$ cat config.mk
export PLATFORM = sky130hd
export DESIGN_NAME = brace_block_keyvalue_parser_unit_flat
export DESIGN_NICKNAME = d
export VERILOG_FILES = /design/src/design/bkv_pkg.sv /design/src/design/bkv_if.sv /design/src/design/bkv_parse_core.sv /design/src/design/bkv_result_fifo.sv /design/src/design/brace_block_keyvalue_parser_unit.sv /design/src/flat_wrapper.sv
export SDC_FILE = /design/constraint.sdc
export NUM_CORES = 1
export LEC_CHECK = 0
export BUFFER_PORTS_ARGS = -buffer_cell sky130_fd_sc_hd__clkbuf_2
export CAP_MARGIN = 20
export CORE_AREA = 2 2 123 125
export DETAILED_ROUTE_END_ITERATION = 10
export DIE_AREA = 0 0 125 127
export GPL_ROUTABILITY_DRIVEN = 1
export MAX_ROUTING_LAYER = met4
export PLACE_DENSITY = 0.81
export SYNTH_ARGS = -nofsm -noshare
export SYNTH_HDL_FRONTEND = slang
export SYNTH_SLANG_ARGS = --single-unit
$ cat constraint.sdc
create_clock -name clk_i -period 14.5 [get_ports clk_i]
set_clock_uncertainty 0.2 [all_clocks]
set_input_delay 0 -clock clk_i [delete_from_list [all_inputs] [get_ports clk_i]]
set_output_delay 0 -clock clk_i [all_outputs]
set_load 0.02 [all_outputs]
$ cat src/design/bkv_pkg.sv
// Shared types, keyword tables and character helpers for the brace-block key/value parser.
`timescale 1ns / 1ps

package bkv_pkg;

  localparam int unsigned NumNames  = 7;
  localparam int unsigned NumTypes  = 9;
  localparam int unsigned KwBytes   = 16;
  localparam int unsigned KwW       = 8 * KwBytes;
  localparam int unsigned FifoDepth = 4;
  localparam int unsigned FifoPtrW  = $clog2(FifoDepth);

  typedef logic [KwW-1:0]    kw_t;
  typedef logic [FifoPtrW:0] fifo_cnt_t;
  typedef logic [FifoPtrW-1:0] fifo_ptr_t;

  // Keywords are right-justified in the vector: the first character sits highest.
  localparam kw_t NAME_WORDS [NumNames] = '{
    "type", "part", "data", "option", "id", "target", "file"
  };
  localparam logic [4:0] NAME_LENS [NumNames] = '{
    5'd4, 5'd4, 5'd4, 5'd6, 5'd2, 5'd6, 5'd4
  };

  localparam kw_t TYPE_WORDS [NumTypes] = '{
    "access", "access,operation", "color", "drag", "image",
    "info", "script", "signal", "text"
  };
  localparam logic [4:0] TYPE_LENS [NumTypes] = '{
    5'd6, 5'd16, 5'd5, 5'd4, 5'd5, 5'd4, 5'd6, 5'd6, 5'd4
  };

  localparam logic [7:0] CH_OPEN  = 8'h7B;
  localparam logic [7:0] CH_CLOSE = 8'h7D;
  localparam logic [7:0] CH_EQ    = 8'h3D;
  localparam logic [7:0] CH_NUL   = 8'h00;
  localparam logic [4:0] POS_MAX  = 5'd31;

  typedef enum logic [2:0] {
    EV_VALUE_BYTE  = 3'd0,
    EV_VALUE_END   = 3'd1,
    EV_BLOCK_OPEN  = 3'd2,
    EV_BLOCK_CLOSE = 3'd3,
    EV_ERROR       = 3'd4,
    EV_TEXT_OK     = 3'd5
  } event_e;

  typedef enum logic [1:0] {
    ERR_FIELD_NAME   = 2'd0,
    ERR_TYPE         = 2'd1,
    ERR_EOT_IN_BLOCK = 2'd2
  } err_e;

  typedef struct packed {
    event_e      ev;
    logic [2:0]  field;
    logic [3:0]  type_code;
    logic [7:0]  value;
    err_e        err;
    logic        last;
  } res_t;

  // Results produced by one accepted byte: none, one or two.
  typedef struct packed {
    logic [1:0] cnt;
    res_t       res0;
    res_t       res1;
  } push_t;

  typedef struct packed {
    fifo_cnt_t count;
  } fifo_stat_t;

  function automatic logic is_blank(logic [7:0] c);
    return (c == 8'h20) || (c == 8'h09) || (c == 8'h0A) || (c == 8'h0B) ||
           (c == 8'h0C) || (c == 8'h0D);
  endfunction

  function automatic logic is_term(logic [7:0] c);
    return (c == 8'h0A) || (c == 8'h0D) || (c == 8'h0C);
  endfunction

  // True when the keyword still has a character at pos and it equals c.
  function automatic logic kw_hit(kw_t word, logic [4:0] len, logic [4:0] pos,
                                  logic [7:0] c);
    logic [3:0] idx;
    idx = 4'(len - pos - 5'd1);
    return (pos < len) && (word[{idx, 3'b000} +: 8] == c);
  endfunction

endpackage

$ cat src/design/bkv_if.sv
// Stream interfaces for the parser's byte input and result output.
`timescale 1ns / 1ps

interface bkv_in_if;
  logic       valid;
  logic       ready;
  logic [7:0] text_byte;
  logic       end_of_text;

  modport source (output valid, output text_byte, output end_of_text, input ready);
  modport sink   (input valid, input text_byte, input end_of_text, output ready);
endinterface

interface bkv_out_if;
  logic       valid;
  logic       ready;
  logic [2:0] event_res;
  logic [2:0] field_code;
  logic [3:0] type_code;
  logic [7:0] value_byte;
  logic [1:0] error_code;
  logic       last;

  modport source (output valid, output event_res, output field_code, output type_code,
                  output value_byte, output error_code, output last, input ready);
  modport sink   (input valid, input event_res, input field_code, input type_code,
                  input value_byte, input error_code, input last, output ready);
endinterface

$ cat src/design/bkv_parse_core.sv
// Parser state and per-byte next-state and result logic.
`timescale 1ns / 1ps

module bkv_parse_core (
  input  logic              clk_i,
  input  logic              rst_ni,
  input  logic              step_i,
  input  logic [7:0]        byte_i,
  input  logic              eot_i,
  output bkv_pkg::push_t    push_o
);

  typedef enum logic [2:0] {
    PH_OUTSIDE = 3'd0,
    PH_FIELD   = 3'd1,
    PH_VALUE   = 3'd2,
    PH_AFTER   = 3'd3,
    PH_ERROR   = 3'd4
  } phase_e;

  phase_e      phase_q, phase_d;
  logic [2:0]  field_q, field_d;
  logic [6:0]  name_cand_q, name_cand_d;
  logic [8:0]  type_cand_q, type_cand_d;
  logic [4:0]  pos_q, pos_d;
  logic        started_q, started_d;

  logic [6:0]  nm_cand_in;
  logic [4:0]  nm_pos_in;
  logic [4:0]  nm_pos_inc;
  logic [6:0]  nm_narrow;
  logic        nm_hit_vld;
  logic [2:0]  nm_hit;
  logic [8:0]  ty_narrow;
  logic        ty_hit_vld;
  logic [3:0]  ty_hit;
  logic [4:0]  ty_pos_inc;

  // Keyword matching: a new name restarts from the full set at position zero.
  always_comb begin
    nm_cand_in = (phase_q == PH_AFTER) ? '1 : name_cand_q;
    nm_pos_in  = (phase_q == PH_AFTER) ? '0 : pos_q;
    nm_pos_inc = (nm_pos_in != bkv_pkg::POS_MAX) ? nm_pos_in + 5'd1 : nm_pos_in;
    ty_pos_inc = (pos_q != bkv_pkg::POS_MAX) ? pos_q + 5'd1 : pos_q;
    nm_hit_vld = 1'b0;
    nm_hit     = '0;
    ty_hit_vld = 1'b0;
    ty_hit     = '0;
    for (int i = 0; i < bkv_pkg::NumNames; i++) begin
      nm_narrow[i] = nm_cand_in[i] &&
        bkv_pkg::kw_hit(bkv_pkg::NAME_WORDS[i], bkv_pkg::NAME_LENS[i], nm_pos_in, byte_i);
    end
    for (int i = bkv_pkg::NumNames - 1; i >= 0; i--) begin
      if (nm_cand_in[i] && (bkv_pkg::NAME_LENS[i] == nm_pos_in)) begin
        nm_hit_vld = 1'b1;
        nm_hit     = 3'(i);
      end
    end
    for (int i = 0; i < bkv_pkg::NumTypes; i++) begin
      ty_narrow[i] = type_cand_q[i] &&
        bkv_pkg::kw_hit(bkv_pkg::TYPE_WORDS[i], bkv_pkg::TYPE_LENS[i], pos_q, byte_i);
    end
    for (int i = bkv_pkg::NumTypes - 1; i >= 0; i--) begin
      if (type_cand_q[i] && (bkv_pkg::TYPE_LENS[i] == pos_q)) begin
        ty_hit_vld = 1'b1;
        ty_hit     = 4'(i);
      end
    end
  end

  logic            p_vld, e_vld, run_name;
  bkv_pkg::res_t   p_res, e_res;

  always_comb begin
    phase_d     = phase_q;
    field_d     = field_q;
    name_cand_d = name_cand_q;
    type_cand_d = type_cand_q;
    pos_d       = pos_q;
    started_d   = started_q;
    p_vld       = 1'b0;
    p_res       = '0;
    e_vld       = 1'b0;
    e_res       = '0;
    run_name    = 1'b0;

    if (byte_i != bkv_pkg::CH_NUL) begin
      unique case (phase_q)
        PH_OUTSIDE: begin
          if (byte_i == bkv_pkg::CH_OPEN) begin
            p_vld       = 1'b1;
            p_res.ev    = bkv_pkg::EV_BLOCK_OPEN;
            name_cand_d = '1;
            pos_d       = '0;
            phase_d     = PH_FIELD;
          end
        end
        PH_FIELD: begin
          run_name = 1'b1;
        end
        PH_VALUE: begin
          if (field_q != 3'd0) begin
            p_vld       = 1'b1;
            p_res.field = field_q;
            if (bkv_pkg::is_term(byte_i)) begin
              p_res.ev = bkv_pkg::EV_VALUE_END;
              phase_d  = PH_AFTER;
            end else begin
              p_res.ev    = bkv_pkg::EV_VALUE_BYTE;
              p_res.value = byte_i;
            end
          end else if (started_q || !bkv_pkg::is_blank(byte_i)) begin
            started_d = 1'b1;
            p_vld     = 1'b1;
            if (bkv_pkg::is_term(byte_i)) begin
              if (!ty_hit_vld) begin
                p_res.ev  = bkv_pkg::EV_ERROR;
                p_res.err = bkv_pkg::ERR_TYPE;
                phase_d   = PH_ERROR;
              end else begin
                p_res.ev        = bkv_pkg::EV_VALUE_END;
                p_res.type_code = ty_hit;
                phase_d         = PH_AFTER;
              end
            end else begin
              type_cand_d = ty_narrow;
              if (ty_narrow == '0) begin
                p_res.ev  = bkv_pkg::EV_ERROR;
                p_res.err = bkv_pkg::ERR_TYPE;
                phase_d   = PH_ERROR;
              end else begin
                p_res.ev    = bkv_pkg::EV_VALUE_BYTE;
                p_res.value = byte_i;
                pos_d       = ty_pos_inc;
              end
            end
          end
        end
        PH_AFTER: begin
          if (bkv_pkg::is_blank(byte_i)) begin
            // skip
          end else if (byte_i == bkv_pkg::CH_CLOSE) begin
            p_vld    = 1'b1;
            p_res.ev = bkv_pkg::EV_BLOCK_CLOSE;
            phase_d  = PH_OUTSIDE;
          end else begin
            phase_d     = PH_FIELD;
            name_cand_d = '1;
            pos_d       = '0;
            run_name    = 1'b1;
          end
        end
        PH_ERROR: begin
        end
        default: begin
        end
      endcase
    end

    // Name character: blanks vanish, '=' closes the name, else narrow the set.
    if (run_name && !bkv_pkg::is_blank(byte_i)) begin
      if (byte_i == bkv_pkg::CH_EQ) begin
        if (!nm_hit_vld) begin
          p_vld     = 1'b1;
          p_res.ev  = bkv_pkg::EV_ERROR;
          p_res.err = bkv_pkg::ERR_FIELD_NAME;
          phase_d   = PH_ERROR;
        end else begin
          field_d     = nm_hit;
          type_cand_d = '1;
          pos_d       = '0;
          started_d   = 1'b0;
          phase_d     = PH_VALUE;
        end
      end else begin
        name_cand_d = nm_narrow;
        if (nm_narrow == '0) begin
          p_vld     = 1'b1;
          p_res.ev  = bkv_pkg::EV_ERROR;
          p_res.err = bkv_pkg::ERR_FIELD_NAME;
          phase_d   = PH_ERROR;
        end else begin
          pos_d = nm_pos_inc;
        end
      end
    end

    // End of text (NUL byte or eot flag): report unless in error, then return to the reset state.
    if ((byte_i == bkv_pkg::CH_NUL) || eot_i) begin
      if (phase_d == PH_OUTSIDE) begin
        e_vld    = 1'b1;
        e_res.ev = bkv_pkg::EV_TEXT_OK;
      end else if (phase_d != PH_ERROR) begin
        e_vld     = 1'b1;
        e_res.ev  = bkv_pkg::EV_ERROR;
        e_res.err = bkv_pkg::ERR_EOT_IN_BLOCK;
      end
      phase_d     = PH_OUTSIDE;
      field_d     = '0;
      name_cand_d = '1;
      type_cand_d = '1;
      pos_d       = '0;
      started_d   = 1'b0;
    end
  end

  always_comb begin
    push_o.cnt  = step_i ? ({1'b0, p_vld} + {1'b0, e_vld}) : 2'd0;
    push_o.res0 = p_vld ? p_res : e_res;
    push_o.res1 = e_res;
    if (p_vld && e_vld) begin
      push_o.res1.last = 1'b1;
    end else begin
      push_o.res0.last = 1'b1;
    end
  end

  always_ff @(posedge clk_i or negedge rst_ni) begin
    if (!rst_ni) begin
      phase_q     <= PH_OUTSIDE;
      field_q     <= '0;
      name_cand_q <= '1;
      type_cand_q <= '1;
      pos_q       <= '0;
      started_q   <= 1'b0;
    end else if (step_i) begin
      phase_q     <= phase_d;
      field_q     <= field_d;
      name_cand_q <= name_cand_d;
      type_cand_q <= type_cand_d;
      pos_q       <= pos_d;
      started_q   <= started_d;
    end
  end

endmodule

$ cat src/design/bkv_result_fifo.sv
// Small result queue: takes up to two results a cycle, hands out one.
`timescale 1ns / 1ps

module bkv_result_fifo (
  input  logic                 clk_i,
  input  logic                 rst_ni,
  input  bkv_pkg::push_t       push_i,
  input  logic                 pop_i,
  output bkv_pkg::res_t        head_o,
  output bkv_pkg::fifo_stat_t  stat_o
);

  bkv_pkg::res_t        mem_q [bkv_pkg::FifoDepth];
  bkv_pkg::fifo_ptr_t   wr_q, rd_q;
  bkv_pkg::fifo_cnt_t   cnt_q, cnt_d;

  assign head_o       = mem_q[rd_q];
  assign stat_o.count = cnt_q;

  always_comb begin
    cnt_d = cnt_q + bkv_pkg::fifo_cnt_t'(push_i.cnt) - bkv_pkg::fifo_cnt_t'(pop_i);
  end

  always_ff @(posedge clk_i) begin
    if (push_i.cnt != 2'd0) begin
      mem_q[wr_q] <= push_i.res0;
    end
    if (push_i.cnt == 2'd2) begin
      mem_q[wr_q + bkv_pkg::fifo_ptr_t'(1)] <= push_i.res1;
    end
  end

  always_ff @(posedge clk_i or negedge rst_ni) begin
    if (!rst_ni) begin
      wr_q  <= '0;
      rd_q  <= '0;
      cnt_q <= '0;
    end else begin
      wr_q  <= wr_q + bkv_pkg::fifo_ptr_t'(push_i.cnt);
      rd_q  <= rd_q + bkv_pkg::fifo_ptr_t'(pop_i);
      cnt_q <= cnt_d;
    end
  end

endmodule

$ cat src/design/brace_block_keyvalue_parser_unit.sv
// Top level of the brace-block key/value text parser.
`timescale 1ns / 1ps

// Streaming parser for text made of { name=value } blocks. One text byte is
// taken per beat and fully parsed in the same cycle: the parser state lives in
// bkv_parse_core, and the zero, one or two results a byte causes are written
// into a four-entry result queue in that cycle. Results leave one per beat on
// the output channel, in order, with last set on the final result of each
// byte. The input is ready whenever the queue has room for two results, that
// is with at most two results waiting; the results of an accepted byte are
// registered in the queue before they reach the output. Only a byte that ends
// the text can cause two results. While the output drains every cycle the
// rate holds at one byte per cycle, except for an input stall when a
// two-result byte arrives with two results already queued; a stalled output
// stops the input once three results wait. Errors are sticky until the end of
// the text, after which the parser is back in its reset state.

module brace_block_keyvalue_parser_unit (
  input  logic       clk_i,
  input  logic       rst_ni,
  bkv_in_if.sink     in_i,
  bkv_out_if.source  out_o
);

  logic                 step;
  logic                 pop;
  bkv_pkg::push_t       push;
  bkv_pkg::res_t        head;
  bkv_pkg::fifo_stat_t  stat;

  // Accept a beat only with room for the worst case of two results.
  assign in_i.ready = (stat.count <= bkv_pkg::fifo_cnt_t'(bkv_pkg::FifoDepth - 2));
  assign step       = in_i.valid && in_i.ready;
  assign pop        = out_o.valid && out_o.ready;

  bkv_parse_core u_core (
    .clk_i  (clk_i),
    .rst_ni (rst_ni),
    .step_i (step),
    .byte_i (in_i.text_byte),
    .eot_i  (in_i.end_of_text),
    .push_o (push)
  );

  bkv_result_fifo u_fifo (
    .clk_i  (clk_i),
    .rst_ni (rst_ni),
    .push_i (push),
    .pop_i  (pop),
    .head_o (head),
    .stat_o (stat)
  );

  // Drive the output beat from the queue head.
  assign out_o.valid      = (stat.count != '0);
  assign out_o.event_res  = head.ev;
  assign out_o.field_code = head.field;
  assign out_o.type_code  = head.type_code;
  assign out_o.value_byte = head.value;
  assign out_o.error_code = head.err;
  assign out_o.last       = head.last;

  // The queue never holds more than its depth.
  assert property (@(posedge clk_i) disable iff (!rst_ni)
    stat.count <= bkv_pkg::fifo_cnt_t'(bkv_pkg::FifoDepth))
    else $error("result queue overflow");

  // A second result from one byte can only be the end-of-text report.
  assert property (@(posedge clk_i) disable iff (!rst_ni)
    (step && (push.cnt == 2'd2)) |->
      ((push.res1.ev == bkv_pkg::EV_TEXT_OK) ||
       ((push.res1.ev == bkv_pkg::EV_ERROR) &&
        (push.res1.err == bkv_pkg::ERR_EOT_IN_BLOCK))))
    else $error("second result of a byte is not an end-of-text report");

  // A result that is not last has its sibling queued right behind it.
  assert property (@(posedge clk_i) disable iff (!rst_ni)
    (out_o.valid && !out_o.last) |-> (stat.count >= bkv_pkg::fifo_cnt_t'(2)))
    else $error("non-last result without its sibling");

endmodule
$ cat src/flat_wrapper.sv
// flat-port wrapper written by rule: the top's interface ports become plain ports
module brace_block_keyvalue_parser_unit_flat 
  (clk_i, rst_ni, in_i_valid, in_i_text_byte, in_i_end_of_text, in_i_ready, out_o_valid, out_o_event_res, out_o_field_code, out_o_type_code, out_o_value_byte, out_o_error_code, out_o_last, out_o_ready);
  bkv_in_if in_i_i ();
  bkv_out_if out_o_i ();
  input  logic clk_i;
  input  logic rst_ni;
  input wire logic [$bits(in_i_i.valid)-1:0] in_i_valid;
  input wire logic [$bits(in_i_i.text_byte)-1:0] in_i_text_byte;
  input wire logic [$bits(in_i_i.end_of_text)-1:0] in_i_end_of_text;
  output wire logic [$bits(in_i_i.ready)-1:0] in_i_ready;
  output wire logic [$bits(out_o_i.valid)-1:0] out_o_valid;
  output wire logic [$bits(out_o_i.event_res)-1:0] out_o_event_res;
  output wire logic [$bits(out_o_i.field_code)-1:0] out_o_field_code;
  output wire logic [$bits(out_o_i.type_code)-1:0] out_o_type_code;
  output wire logic [$bits(out_o_i.value_byte)-1:0] out_o_value_byte;
  output wire logic [$bits(out_o_i.error_code)-1:0] out_o_error_code;
  output wire logic [$bits(out_o_i.last)-1:0] out_o_last;
  input wire logic [$bits(out_o_i.ready)-1:0] out_o_ready;
  assign in_i_i.valid = in_i_valid;
  assign in_i_i.text_byte = in_i_text_byte;
  assign in_i_i.end_of_text = in_i_end_of_text;
  assign in_i_ready = in_i_i.ready;
  assign out_o_valid = out_o_i.valid;
  assign out_o_event_res = out_o_i.event_res;
  assign out_o_field_code = out_o_i.field_code;
  assign out_o_type_code = out_o_i.type_code;
  assign out_o_value_byte = out_o_i.value_byte;
  assign out_o_error_code = out_o_i.error_code;
  assign out_o_last = out_o_i.last;
  assign out_o_i.ready = out_o_ready;
  brace_block_keyvalue_parser_unit u_core (.clk_i(clk_i), .rst_ni(rst_ni), .in_i(in_i_i), .out_o(out_o_i));
endmodule
==> results.toml <==
[clocking]
cts_tree = "built"
clk_pin_slew_ps = 60
cts_resized = 0
cts_root_buf = "clkbuf_16"
cts_num_sinks = 119
cts-htree-levels = 4
cts-buffers-inserted = 17
clk_latency_ps = 420
cts_setup_buffers = 0
clockBufferDepth = 2

[drt]
routed_via_density = 6.83
maxUsedRoutingLayer = "met4"
vias = 8669
drc = 0
wl_met1_mm = 10.7
dr.pass1.iters = 6
wl_mm = 25.9
final_antenna_net_count = 0
wl_per_cell_um = 20.4
dr_wl_met2_mm = 12.2
first_iter_violations = 1097
wl_met3_mm = 2.07

[logic_synthesis]
ys_types = 93
synth_ff_type = "dfxtp_1"
async_reset_ff_share_pct = 29.4
synthesis.area_um2 = 8960
synth_edf_count = 16
ys_seq_area_share_pct = 30.5
synth-seq-cells = 119
ys_warn_count = 0
synth_cells = 1074
avgSynthCellArea_um2 = 8.35
syn-num-nets = 1129

[timing]
setup-tns-final_ps = 0
post-route-period-util_pct = 49.7
tightest_slew_ps = 1030
hold_viol = 0
slew_viol_final = 0
fmax_mhz = 139
slew-limit-headroom_pct = 31.0
period_needed_ps = 7200
holdWs_ps = 46.3
setup_viol = 0
rsz0062_at_grt = "no"

[global_routing]
grt_pass1_wl_mm = 41.8
grt_pass1_vias = 7982
grt-ovfl-total = 0
grt_max_degree = 38
antenna_found_initial = 0
grt_util_all_layers_pct = 33.7

[die]
dieArea_um2 = 15900
initial_core_util_pct = 62.2
ios = 36
core_um2 = 14400
std_cell_rows = 44
die_h_um = 127
die_w_um = 125

[placed_design]
placed_area_um2 = 9110
dp.cells = 1230
post-dp-hpwl_mm = 18.1
port_buffers = 35
place.gp.congestion = 0.935

[finish]
final_area_um2 = 9730
seqCellArea_um2 = 2740
final_nets = 1127
drive_above_1_share_pct = 13.1
stdcell_count = 1269
multiInputGateArea_um2 = 5750
diodes = 0
area_delta_synth_final_pct = 8.57
post-route-util_pct = 67.5
fillers = 1211

[power_and_ir_drop]
cellPowerDensity_nw_per_um2 = 115
peakVddDrop_uv = 83.6
leakagePower_nw = 3.70

[critical_path]
r2r-start = "u_core.u_core.pos_q[1]$_DFFE_PN0P_"
critPathMaxFanout = 20
crit_path_start_kind = "flip-flop"
cp-startpoint = "u_core.u_core.pos_q[1]$_DFFE_PN0P_"
cp.arrival_ps = 7130
cp-end-kind = "flip-flop"
crit_required_ps = 14430
crit_type = "flip-flop to flip-flop"

[hold_path]
hp-class = "input port to async pin"

[flow_run]
max-cap-violations = 0

[run_status]
status = "complete, no violations"
-- synthesized netlist by cell type (9+ instances only) --
master | n | area share [%]
nor2b_1 | 18 | 1.3
o21ai_1 | 10 | 0.56
a31oi_1 | 9 | 0.63
nor2_1 | 62 | 2.6
clkbuf_1 | 39 | 1.6
a32o_1 | 19 | 2.1
and2_1 | 10 | 0.70
nor4b_1 | 11 | 1.1
dfxtp_1 | 68 | 15
ha_1 | 41 | 5.7
inv_1 | 35 | 1.5
xor2_1 | 12 | 1.2
dfrtp_1 | 19 | 5.3
nand2_1 | 128 | 5.4
o21a_1 | 9 | 0.75
edfxtp_1 | 16 | 5.4
nand4_1 | 14 | 0.98
nor4_1 | 12 | 0.84
nand2b_1 | 24 | 1.7
mux4_2 | 23 | 5.8
buf_2 | 18 | 1.0
o21ai_0 | 101 | 5.6
a21oi_1 | 63 | 3.5
xnor2_1 | 26 | 2.5
nor3_1 | 31 | 1.7
and3_1 | 15 | 1.0
buf_1 | 11 | 0.46
dfstp_2 | 16 | 4.7
nand3_1 | 29 | 1.6
or3_1 | 17 | 1.2
-- report_power, final --
part           internal (mW)  switching (mW)  total [mW]
sequential             0.357          0.0306       0.388
combinational          0.136           0.212       0.347
clock                  0.242           0.146       0.388
-- routing by layer --
layer / vias to the layer above / track usage, %
met5: - / -
met4: 0 / 14.5
met3: 91 / 5.61
met2: 469 / 53.1
met1: 4127 / 43.2
li1: 3982 / -
-- stage by stage --
step	worst slack (ps)	total power [mW]
2_1_floorplan	8350	0.650
3_3_place_gp	7410	0.726
3_5_place_dp	7540	0.734
4_1_cts	7450	1.12
5_1_grt	6790	1.18
6_report	7300	1.12
-- state kept, by name (all words and copies together), names as in the netlist --
register	cells
u_core.u_fifo.mem_q	84
u_core.u_core.phase_q	3
u_core.u_fifo.wr_q	2
u_core.u_fifo.rd_q	2
u_core.u_core.name_cand_q	7
u_core.u_core.started_q	1
u_core.u_core.field_q	3
u_core.u_core.type_cand_q	9
u_core.u_fifo.stat_o	3
u_core.u_core.pos_q	5
-- worst max-delay path, stage by stage, from the launching register on --
cell      delay [ps]
dfrtp_1          790
inv_1            360
ha_1             400
inv_1            160
ha_1             330
nor2b_1          180
a211o_1          320
and4_1           200
nor3_1           400
or4b_4           230
a41oi_1          170
o21ai_0          450
nand2b_1         190
o31ai_2          480
inv_1             90
ha_1             440
o21ai_1          220
nor3_1           800
nor2_1            80
buf_4            250
inv_1            160
-- what timing repair did --
item,CTS,global route
hold endpoints to repair,48,0
endpoints found under the setup margin,0,0
hold buffers,7,0
-- worst paths after layout --
path	endpoint	slack, ps	depth (start not counted)
max	u_core.u_fifo.mem_q[0][20]$_DFFE_PP_	7300	20
max in group asynchronous	u_core.u_core.pos_q[0]$_DFFE_PN0P_	13460	2
max reg2reg	u_core.u_fifo.mem_q[0][20]$_DFFE_PP_	7300	20
min reg2reg	u_core.u_fifo.mem_q[3][1]$_SDFFE_PP0P_	250	2
min	u_core.u_fifo.rd_q[1]$_DFF_PN0_	50	2
min in group clk_i	u_core.u_fifo.mem_q[0][6]$_SDFFE_PP0P_	210	3
-- layout make-up --
| cell class | count | area share [%] |
|---|---|---|
| Clock buffer | 25 | 5.22 |
| Clock inverter | 7 | 0.411 |
| Inverter | 37 | 1.43 |
| Multi-Input combinational cell | 844 | 59.1 |
| Sequential cell | 119 | 28.1 |
| Tap cell | 184 | 2.37 |
| Timing Repair Buffer | 53 | 3.33 |
-- logic make-up (layout without fill, tap and decap cells) --
kind of cell / count (synthesis) / in the layout / share of synthesized area (%)
AND/OR/NAND/NOR: 424 / 424 / 25.1
AO/OA/AOI/OAI: 310 / 310 / 22.8
flip-flops: 119 / 119 / 30.5
buffers and inverters: 111 / 122 / 5.28
adder cells (fa/ha/maj): 42 / 42 / 5.95
XOR/XNOR: 38 / 38 / 3.71
multiplexers: 30 / 30 / 6.57
-- cells in the final DEF, fill, tap and decap left out, types with 9 or more instances in the layout --
cell,count
and3_1,15
a21oi_1,63
o21a_1,9
o21ai_1,10
buf_4,10
a31oi_1,9
nand4_1,14
ha_1,41
o21ai_0,101
clkbuf_2,35
nor3_1,31
dfrtp_1,19
a32o_1,19
dfstp_2,16
xor2_1,12
or3_1,17
xnor2_1,26
nand2_1,128
mux4_2,23
and2_1,10
nor4_1,12
dfxtp_1,68
nor2_1,62
edfxtp_1,16
clkbuf_16,19
nor4b_1,11
nand2b_1,24
nand3_1,29
inv_1,35
nor2b_1,18
Note: power is estimated with default switching activity, not from simulation.
